## src/rtl/tplq_pkg.sv

```systemverilog
// ----------------------------------------------------------------------------
// tplq_pkg
// Shared types, constants and helper functions for the three-level
// strict-priority queue unit.
// ----------------------------------------------------------------------------
package tplq_pkg;

    localparam int LEVEL_DEPTH = 16;
    localparam int DATA_WIDTH  = 32;
    localparam int NUM_LEVELS  = 3;

    localparam int FIELD_W     = 32;
    localparam int LVL_W       = 2;
    localparam int PTR_W       = (LEVEL_DEPTH > 1) ? $clog2(LEVEL_DEPTH) : 1;
    localparam int CNT_W       = $clog2(LEVEL_DEPTH + 1);
    localparam int STORE_DEPTH = NUM_LEVELS * LEVEL_DEPTH;
    localparam int ADDR_W      = $clog2(STORE_DEPTH);

    localparam logic [LVL_W-1:0] LVL_LOW    = 2'd0;
    localparam logic [LVL_W-1:0] LVL_MEDIUM = 2'd1;
    localparam logic [LVL_W-1:0] LVL_HIGH   = 2'd2;
    localparam logic [LVL_W-1:0] LVL_NONE   = 2'd3;

    localparam logic KIND_PUSH = 1'b0;
    localparam logic KIND_POP  = 1'b1;

    typedef enum logic [1:0] {
        ERR_OK    = 2'd0,
        ERR_EMPTY = 2'd1,
        ERR_FULL  = 2'd2
    } err_t;

    typedef logic [NUM_LEVELS-1:0][CNT_W-1:0] cnt_vec_t;
    typedef logic [NUM_LEVELS-1:0][PTR_W-1:0] ptr_vec_t;

    typedef struct packed {
        logic [FIELD_W-1:0] popped_value;
        logic               popped_valid;
        logic [FIELD_W-1:0] head_value;
        logic               head_valid;
        logic               is_empty;
        err_t               error_code;
    } rsp_t;

    // Lowest level that holds an element, LVL_NONE when all are empty.
    function automatic logic [LVL_W-1:0] first_busy(cnt_vec_t cnt);
        logic [LVL_W-1:0] sel;
        sel = LVL_NONE;
        for (int l = NUM_LEVELS - 1; l >= 0; l--) begin
            if (cnt[l] != '0) begin
                sel = LVL_W'(l);
            end
        end
        return sel;
    endfunction

    function automatic logic [PTR_W-1:0] advance(logic [PTR_W-1:0] p);
        return (p == PTR_W'(LEVEL_DEPTH - 1)) ? '0 : p + PTR_W'(1);
    endfunction

    function automatic logic [ADDR_W-1:0] store_addr(logic [LVL_W-1:0] l,
                                                      logic [PTR_W-1:0] p);
        return ADDR_W'(l) * ADDR_W'(LEVEL_DEPTH) + ADDR_W'(p);
    endfunction

    function automatic logic [DATA_WIDTH-1:0] to_store(logic [FIELD_W-1:0] v);
        logic [63:0] wide;
        wide = 64'(v);
        return wide[DATA_WIDTH-1:0];
    endfunction

    function automatic logic [FIELD_W-1:0] from_store(logic [DATA_WIDTH-1:0] s);
        logic [63:0] wide;
        wide = 64'(s);
        return wide[FIELD_W-1:0];
    endfunction

endpackage

```

## src/rtl/tplq_ifs.sv

```systemverilog
// ----------------------------------------------------------------------------
// tplq request and response channels
// Valid/ready channels of the queue unit; a transaction completes on a
// rising edge with valid and ready both high.
// ----------------------------------------------------------------------------
interface tplq_req_if;
    import tplq_pkg::*;

    logic               valid;
    logic               ready;
    logic               kind;
    logic [FIELD_W-1:0] data_value;
    logic [LVL_W-1:0]   level;

    modport source (output valid, output kind, output data_value, output level,
                    input ready);
    modport sink   (input valid, input kind, input data_value, input level,
                    output ready);
endinterface

interface tplq_rsp_if;
    import tplq_pkg::*;

    logic               valid;
    logic               ready;
    logic [FIELD_W-1:0] popped_value;
    logic               popped_valid;
    logic [FIELD_W-1:0] head_value;
    logic               head_valid;
    logic               is_empty;
    logic [1:0]         error_code;

    modport source (output valid, output popped_value, output popped_valid,
                    output head_value, output head_valid, output is_empty,
                    output error_code, input ready);
    modport sink   (input valid, input popped_value, input popped_valid,
                    input head_value, input head_valid, input is_empty,
                    input error_code, output ready);
endinterface

```

## src/rtl/three_level_priority_queue_unit.sv

```systemverilog
// ----------------------------------------------------------------------------
// three_level_priority_queue_unit
// Three FIFO levels in one shared store behind a single request channel.
// ----------------------------------------------------------------------------
// Each request (push or pop) yields one response transaction. Once a request
// has loaded its response, the unit is ready for the next request. A request
// that leaves the queue empty skips the head read. The element store has a
// single read port, so a pop reads the removed element and then the new head.
// Every request that leaves an element in the queue ends with one registered
// read of the new head. A push that finds room first writes the store, and a
// pop that finds an element first reads the removed element. Levels are served
// low first, then medium, then high. A push with level 3 goes to the high
// level. Pointers and fill counts live in flip-flops and clear on reset; the
// store needs no clearing pass. The response sits in an output register, so
// the next request is taken while the previous response waits. A second
// finished response holds the unit until the first one is taken.
// ----------------------------------------------------------------------------
module three_level_priority_queue_unit
    import tplq_pkg::*;
(
    input  logic           clk,
    input  logic           rst_n,
    tplq_req_if.sink       req,
    tplq_rsp_if.source     rsp
);

    typedef enum logic [4:0] {
        ST_IDLE      = 5'b00001,
        ST_POP_WAIT  = 5'b00010,
        ST_HEAD      = 5'b00100,
        ST_HEAD_WAIT = 5'b01000,
        ST_DONE      = 5'b10000
    } state_t;

    state_t   state_reg, state_next;
    cnt_vec_t cnt_reg, cnt_next;
    ptr_vec_t rp_reg, rp_next;
    ptr_vec_t wp_reg, wp_next;
    rsp_t     res_reg, res_next;
    rsp_t     out_reg, out_next;
    logic     out_valid_reg, out_valid_next;

    logic                  ram_we;
    logic [ADDR_W-1:0]     ram_waddr;
    logic [DATA_WIDTH-1:0] ram_wdata;
    logic                  ram_re;
    logic [ADDR_W-1:0]     ram_raddr;
    logic [DATA_WIDTH-1:0] ram_rdata;

    tplq_ram #(
        .WIDTH (DATA_WIDTH),
        .DEPTH (STORE_DEPTH)
    ) u_store (
        .clk   (clk),
        .we    (ram_we),
        .waddr (ram_waddr),
        .wdata (ram_wdata),
        .re    (ram_re),
        .raddr (ram_raddr),
        .rdata (ram_rdata)
    );

    assign req.ready        = (state_reg == ST_IDLE);
    assign rsp.valid        = out_valid_reg;
    assign rsp.popped_value = out_reg.popped_value;
    assign rsp.popped_valid = out_reg.popped_valid;
    assign rsp.head_value   = out_reg.head_value;
    assign rsp.head_valid   = out_reg.head_valid;
    assign rsp.is_empty     = out_reg.is_empty;
    assign rsp.error_code   = out_reg.error_code;

    always_comb
    begin
        rsp_t             cur;
        logic [LVL_W-1:0] lvl;
        logic [LVL_W-1:0] fb;
        logic             issue_head;
        logic             finish;

        state_next     = state_reg;
        cnt_next       = cnt_reg;
        rp_next        = rp_reg;
        wp_next        = wp_reg;
        res_next       = res_reg;
        out_next       = out_reg;
        out_valid_next = out_valid_reg;
        ram_we         = 1'b0;
        ram_waddr      = '0;
        ram_wdata      = to_store(req.data_value);
        ram_re         = 1'b0;
        ram_raddr      = '0;
        cur            = res_reg;
        lvl            = LVL_HIGH;
        fb             = first_busy(cnt_reg);
        issue_head     = 1'b0;
        finish         = 1'b0;

        // drop the response once taken
        if (out_valid_reg && rsp.ready)
        begin
            out_valid_next = 1'b0;
        end

        case (state_reg)
            ST_IDLE:
            begin
                cur              = '0;
                cur.error_code   = ERR_OK;
                if (req.valid)
                begin
                    if (req.kind == KIND_PUSH)
                    begin
                        case (req.level)
                            LVL_LOW:    lvl = LVL_LOW;
                            LVL_MEDIUM: lvl = LVL_MEDIUM;
                            default:    lvl = LVL_HIGH;
                        endcase
                        if (cnt_reg[lvl] == CNT_W'(LEVEL_DEPTH))
                        begin
                            cur.error_code = ERR_FULL;
                        end
                        else
                        begin
                            ram_we        = 1'b1;
                            ram_waddr     = store_addr(lvl, wp_reg[lvl]);
                            wp_next[lvl]  = advance(wp_reg[lvl]);
                            cnt_next[lvl] = cnt_reg[lvl] + CNT_W'(1);
                        end
                        state_next = ST_HEAD;
                    end
                    else if (fb == LVL_NONE)
                    begin
                        cur.error_code = ERR_EMPTY;
                        state_next     = ST_HEAD;
                    end
                    else
                    begin
                        ram_re       = 1'b1;
                        ram_raddr    = store_addr(fb, rp_reg[fb]);
                        rp_next[fb]  = advance(rp_reg[fb]);
                        cnt_next[fb] = cnt_reg[fb] - CNT_W'(1);
                        state_next   = ST_POP_WAIT;
                    end
                    res_next = cur;
                end
            end

            ST_POP_WAIT:
            begin
                cur.popped_value = from_store(ram_rdata);
                cur.popped_valid = 1'b1;
                issue_head       = 1'b1;
            end

            ST_HEAD:
            begin
                issue_head = 1'b1;
            end

            ST_HEAD_WAIT:
            begin
                cur.head_value = from_store(ram_rdata);
                cur.head_valid = 1'b1;
                cur.is_empty   = 1'b0;
                finish         = 1'b1;
            end

            ST_DONE:
            begin
                finish = 1'b1;
            end

            default:
            begin
                state_next = ST_IDLE;
            end
        endcase

        // the push write lands in the store before the head read is issued, so
        // the head read always sees the latest push
        if (issue_head)
        begin
            if (fb == LVL_NONE)
            begin
                cur.head_value = '0;
                cur.head_valid = 1'b0;
                cur.is_empty   = 1'b1;
                finish         = 1'b1;
            end
            else
            begin
                ram_re     = 1'b1;
                ram_raddr  = store_addr(fb, rp_reg[fb]);
                res_next   = cur;
                state_next = ST_HEAD_WAIT;
            end
        end

        if (finish)
        begin
            if (!out_valid_reg || rsp.ready)
            begin
                out_next       = cur;
                out_valid_next = 1'b1;
                state_next     = ST_IDLE;
            end
            else
            begin
                res_next   = cur;
                state_next = ST_DONE;
            end
        end
    end

    always_ff @(posedge clk or negedge rst_n)
    begin
        if (!rst_n)
        begin
            state_reg     <= ST_IDLE;
            cnt_reg       <= '0;
            rp_reg        <= '0;
            wp_reg        <= '0;
            out_valid_reg <= 1'b0;
        end
        else
        begin
            state_reg     <= state_next;
            cnt_reg       <= cnt_next;
            rp_reg        <= rp_next;
            wp_reg        <= wp_next;
            out_valid_reg <= out_valid_next;
        end
    end

    always_ff @(posedge clk)
    begin
        res_reg <= res_next;
        out_reg <= out_next;
    end

endmodule

```

## src/rtl/tplq_ram.sv

```systemverilog
// ----------------------------------------------------------------------------
// tplq_ram
// Generic single-write, single-read RAM with a registered read port.
// ----------------------------------------------------------------------------
module tplq_ram #(
    parameter int WIDTH = 32,
    parameter int DEPTH = 48
) (
    input  logic                     clk,
    input  logic                     we,
    input  logic [$clog2(DEPTH)-1:0] waddr,
    input  logic [WIDTH-1:0]         wdata,
    input  logic                     re,
    input  logic [$clog2(DEPTH)-1:0] raddr,
    output logic [WIDTH-1:0]         rdata
);

    logic [WIDTH-1:0] mem [DEPTH];

    always_ff @(posedge clk)
    begin
        if (we)
        begin
            mem[waddr] <= wdata;
        end
        if (re)
        begin
            rdata <= mem[raddr];
        end
    end

endmodule

```

## src/flat_wrapper.sv

```systemverilog
// flat-port wrapper written by rule: the top's interface ports become plain ports
module three_level_priority_queue_unit_flat import tplq_pkg::*;
  (clk, rst_n, req_valid, req_kind, req_data_value, req_level, req_ready, rsp_valid, rsp_popped_value, rsp_popped_valid, rsp_head_value, rsp_head_valid, rsp_is_empty, rsp_error_code, rsp_ready);
  tplq_req_if req_i ();
  tplq_rsp_if rsp_i ();
  input  logic clk;
  input  logic rst_n;
  input wire logic [$bits(req_i.valid)-1:0] req_valid;
  input wire logic [$bits(req_i.kind)-1:0] req_kind;
  input wire logic [$bits(req_i.data_value)-1:0] req_data_value;
  input wire logic [$bits(req_i.level)-1:0] req_level;
  output wire logic [$bits(req_i.ready)-1:0] req_ready;
  output wire logic [$bits(rsp_i.valid)-1:0] rsp_valid;
  output wire logic [$bits(rsp_i.popped_value)-1:0] rsp_popped_value;
  output wire logic [$bits(rsp_i.popped_valid)-1:0] rsp_popped_valid;
  output wire logic [$bits(rsp_i.head_value)-1:0] rsp_head_value;
  output wire logic [$bits(rsp_i.head_valid)-1:0] rsp_head_valid;
  output wire logic [$bits(rsp_i.is_empty)-1:0] rsp_is_empty;
  output wire logic [$bits(rsp_i.error_code)-1:0] rsp_error_code;
  input wire logic [$bits(rsp_i.ready)-1:0] rsp_ready;
  assign req_i.valid = req_valid;
  assign req_i.kind = req_kind;
  assign req_i.data_value = req_data_value;
  assign req_i.level = req_level;
  assign req_ready = req_i.ready;
  assign rsp_valid = rsp_i.valid;
  assign rsp_popped_value = rsp_i.popped_value;
  assign rsp_popped_valid = rsp_i.popped_valid;
  assign rsp_head_value = rsp_i.head_value;
  assign rsp_head_valid = rsp_i.head_valid;
  assign rsp_is_empty = rsp_i.is_empty;
  assign rsp_error_code = rsp_i.error_code;
  assign rsp_i.ready = rsp_ready;
  three_level_priority_queue_unit u_core (.clk(clk), .rst_n(rst_n), .req(req_i), .rsp(rsp_i));
endmodule
```

## config.mk

```make
export PLATFORM = sky130hd
export DESIGN_NAME = three_level_priority_queue_unit_flat
export DESIGN_NICKNAME = d
export VERILOG_FILES = /design/src/rtl/tplq_pkg.sv /design/src/rtl/tplq_ifs.sv /design/src/rtl/three_level_priority_queue_unit.sv /design/src/rtl/tplq_ram.sv /design/src/flat_wrapper.sv
export SDC_FILE = /design/constraint.sdc
export NUM_CORES = 2
export LEC_CHECK = 0
export ABC_CLOCK_PERIOD_IN_PS = 11000
export BUFFER_PORTS_ARGS = -buffer_cell sky130_fd_sc_hd__buf_2
export CORE_MARGIN = 2
export CORE_UTILIZATION = 41
export CTS_BUF_LIST = sky130_fd_sc_hd__clkbuf_2
export DETAILED_ROUTE_END_ITERATION = 12
export HOLD_SLACK_MARGIN = 0.12
export PLACE_DENSITY_LB_ADDON = 0.08
export SETUP_SLACK_MARGIN = 0.15
export SYNTH_ARGS = -nofsm -noshare
export SYNTH_HDL_FRONTEND = slang
export SYNTH_SLANG_ARGS = --single-unit
```

## constraint.sdc

```tcl
create_clock -name clk -period 11 [get_ports clk]
set_clock_uncertainty 0.2 [all_clocks]
set_input_delay 2.2 -clock clk [delete_from_list [all_inputs] [get_ports clk]]
set_output_delay 2.2 -clock clk [all_outputs]
set_load 0.02 [all_outputs]
```

==> flow_summary.toml <==
[routing]
wl_um = 220000
vias_per_cell = 5.783
antenna_left = 0
wire_per_inst_um = 29.09
first_pass_iters = 6
drc = 0
via_count = 43740
first_iter_violations = 4373

[clocking]
numCtsBuffers = 459
clkSlewWorstSetupHoldPaths_ns = 0.09
cts_root_buf = "clkbuf_2"
htree_levels = 5
clk_latency_ns = 1.84
holdBufCountCts = 0
post_cts_resized = 0
clock_path_buffers = 4
postCtsSetupBuffers = 0
cts_tree = "done"
numClockSinks = 1751

[timing]
finalCritPeriodShare_pct = 54.71
max_freq_mhz = 166.2
setup-violations-final = 0
worst_slew_pin_slew_ns = 1.234
tns_ns = 0
hold_viol = 0
rsz0062_at_grt = "false"
worst_slack_ns = 4.982
slew_headroom_pct = 17.47
finalCriticalPeriod_ns = 6.018
drv_slew = 0

[pwr]
swShare_pct = 38.78
clkPwrFrac_pct = 24.5
ir_drop_mv = 0.1655
pwr-share-comb_pct = 31.8
power.internal_mw = 10.99
p_leak_nw = 26.12
p_switching_mw = 6.961
seq_power_share_pct = 43.7
power_density_nw_per_um2 = 234.9

[worst_setup_path]
critPathMaxFanout = 89
cp-end-kind = "flip-flop"
critPathKind = "flip-flop to flip-flop"
cp.required_ns = 12.36
cp.arrival_ns = 7.38
r2r_cells = 13
cp-start-kind = "flip-flop"

[global_route]
grt_pass1_wl_um = 314200
grt_max_degree = 127
track_usage_pct = 25.27
grt_pass1_vias = 42990
grt-ovfl-total = 0
antenna_found_initial = 9

[floorplan]
chipWidth_um = 414.1
die_h_um = 414.1
core_region_area_um2 = 167000
io_pins = 110
rows = 150
start_util_pct = 41.27
die_area_um2 = 171500

[yosys]
ys_seq_area_share_pct = 74.94
netlist_instances = 4658
synth_area_per_cell_um2 = 14.80
synthTopCellsByArea = "edfxtp_1, nand2_1, mux2i_1"
synth.largest_area_cell = "edfxtp_1"
syn_area_um2 = 68940
ys_warn_count = 0
synth.top_cell.area_share_pct = 71.30
yosysUniqueCellTypes = 87
syn-num-nets = 4702
ys_ff_latch = 1751
synth_edf_count = 1637
synth_top_flop_cell = "edfxtp_1"
async_flop_share_pct = 2.570

[place]
place.gp.congestion = 0.8242
post-place-cells = 6782
hpwl_um = 120800
place_ws_ns = 3.914
port_buffers = 109

[layout]
fill_cells = 15120
drive_gt1_share_pct = 21.92
fin_util_pct = 45.76
final_nets = 5083
layout.cells.non_filler = 7563
syn_to_final_growth_pct = 10.86
final_cell_mix = "edfxtp_1, nand2_1, clkbuf_2, o21ai_0, mux2i_1"
layout_commonest_cell = "edfxtp_1"
largest_reg_flops = 1536

[hold_path]
worstHoldPathType = "flip-flop to flip-flop"
min_delay_path_depth = 2

[outcome]
status = "complete, no violations"

[job]
max_cap_viol_count = 0
==> path summary, 6_finish.rpt <==
kind,to,slack (ns),start
min in group asynchronous,u_core.rp_reg[1]$_DFFE_PN0P_,0.43,rst_n
hold reg to reg,u_core.res_reg[1]$_DFF_P_,0.25,u_core.res_reg[1]$_DFF_P_
setup reg to reg,u_core.u_store.rdata[24]$_DFFE_PP_,4.98,u_core.cnt_reg[1]$_DFFE_PN0P_
max in group asynchronous,u_core.state_reg[4]$_DFF_PN0_,9.46,rst_n
setup / recovery,u_core.u_store.rdata[24]$_DFFE_PP_,4.98,u_core.cnt_reg[1]$_DFFE_PN0P_
hold / removal,u_core.res_reg[1]$_DFF_P_,0.25,u_core.res_reg[1]$_DFF_P_
==> critical path, stage by stage, from the launching register on <==
cell      delay (ns)
dfrtp_1         0.45
or3_1           0.49
nor4_4          0.60
a21o_1          0.57
inv_2           0.30
o211ai_4        0.26
buf_12          0.37
buf_4           0.69
buf_4           0.65
mux2i_1         0.25
mux2i_1         0.09
a311oi_1        0.29
o311ai_0        0.16
and4_1          0.22
==> cell usage after synthesis, drive strengths merged, types with 3 or more instances <==
cell and count:
nor3 47, inv 19, a22oi 61, clkbuf 205
or4 4, nor2 127, ha 5, nand2b 7
a311o 5, nand2 725, a21o 28, a221oi 19
o32ai 26, a21boi 34, dfxtp 69, or2 3
o2bb2ai 3, buf 111, mux2i 178, o21a 36
dfrtp 44, o22ai 60, a211oi 89, a31oi 70
o211ai 7, nand4 31, or3 3, a2111oi 5
xor2 5, a222oi 32, nor4 6, edfxtp 1637
a22o 46, and3 99, o221ai 118, nand3 126
o21ai 225, a311oi 24, mux2 117, and2 31
xnor2 8, a21oi 132
==> through the flow <==
step	total power, mW	instance area (um2)	hold slack, ns
2_1_floorplan	11.26	68940	0.2227
3_3_place_gp	13.69	72510	0.2324
3_5_place_dp	13.71	72510	0.2387
4_1_cts	18.12	76420	0.2120
5_1_grt	18.81	76430	0.2673
6_report	17.95	76430	0.2494
==> power by group through the flow <==
stage / Sequential, mW / Clock, mW / Combinational [mW]
after floorplan: 7.84 / 0 / 3.42
after CTS: 7.84 / 4.54 / 5.74
after detailed placement: 7.99 / 0 / 5.72
final: 7.85 / 4.39 / 5.71
after global routing: 7.86 / 4.87 / 6.08
after global placement: 7.99 / 0 / 5.70
==> cell type report <==
cell class              instances  area (um2)  share of cell area, %
flip-flops and latches       1751       51670                  67.60
multi-input cells            2571       16440                  21.50
clock buffers                 710        3553                  4.649
well taps                    2204        2758                  3.608
repair buffers                236        1574                  2.059
clock inverters                64       349.1                 0.4567
inverters                      20       80.08                 0.1048
diodes                          7       17.52                0.02292
==> layer usage <==
metal / part of all wire, % / track usage (%) / up-vias / routed length [um]
li1: - / - / 19160 / -
met2: 46 / 39.02 / 1752 / 100400
met5: 0.0032 / 0 / - / 7
met3: 7.0 / 4.635 / 375 / 15340
met4: 2.7 / 8.077 / 2 / 5980
met1: 45 / 36.25 / 22450 / 98340
==> logic make-up after synthesis <==
kind of cell	after synthesis	synth area share, %
mux	296	4.528
compound gates	1039	10.50
simple gates	1218	7.758
flops	1751	74.94
fa+ha+maj	5	0.09074
xor+xnor	13	0.1651
buf+inv	336	2.020
(Power assumes the default switching activity.)
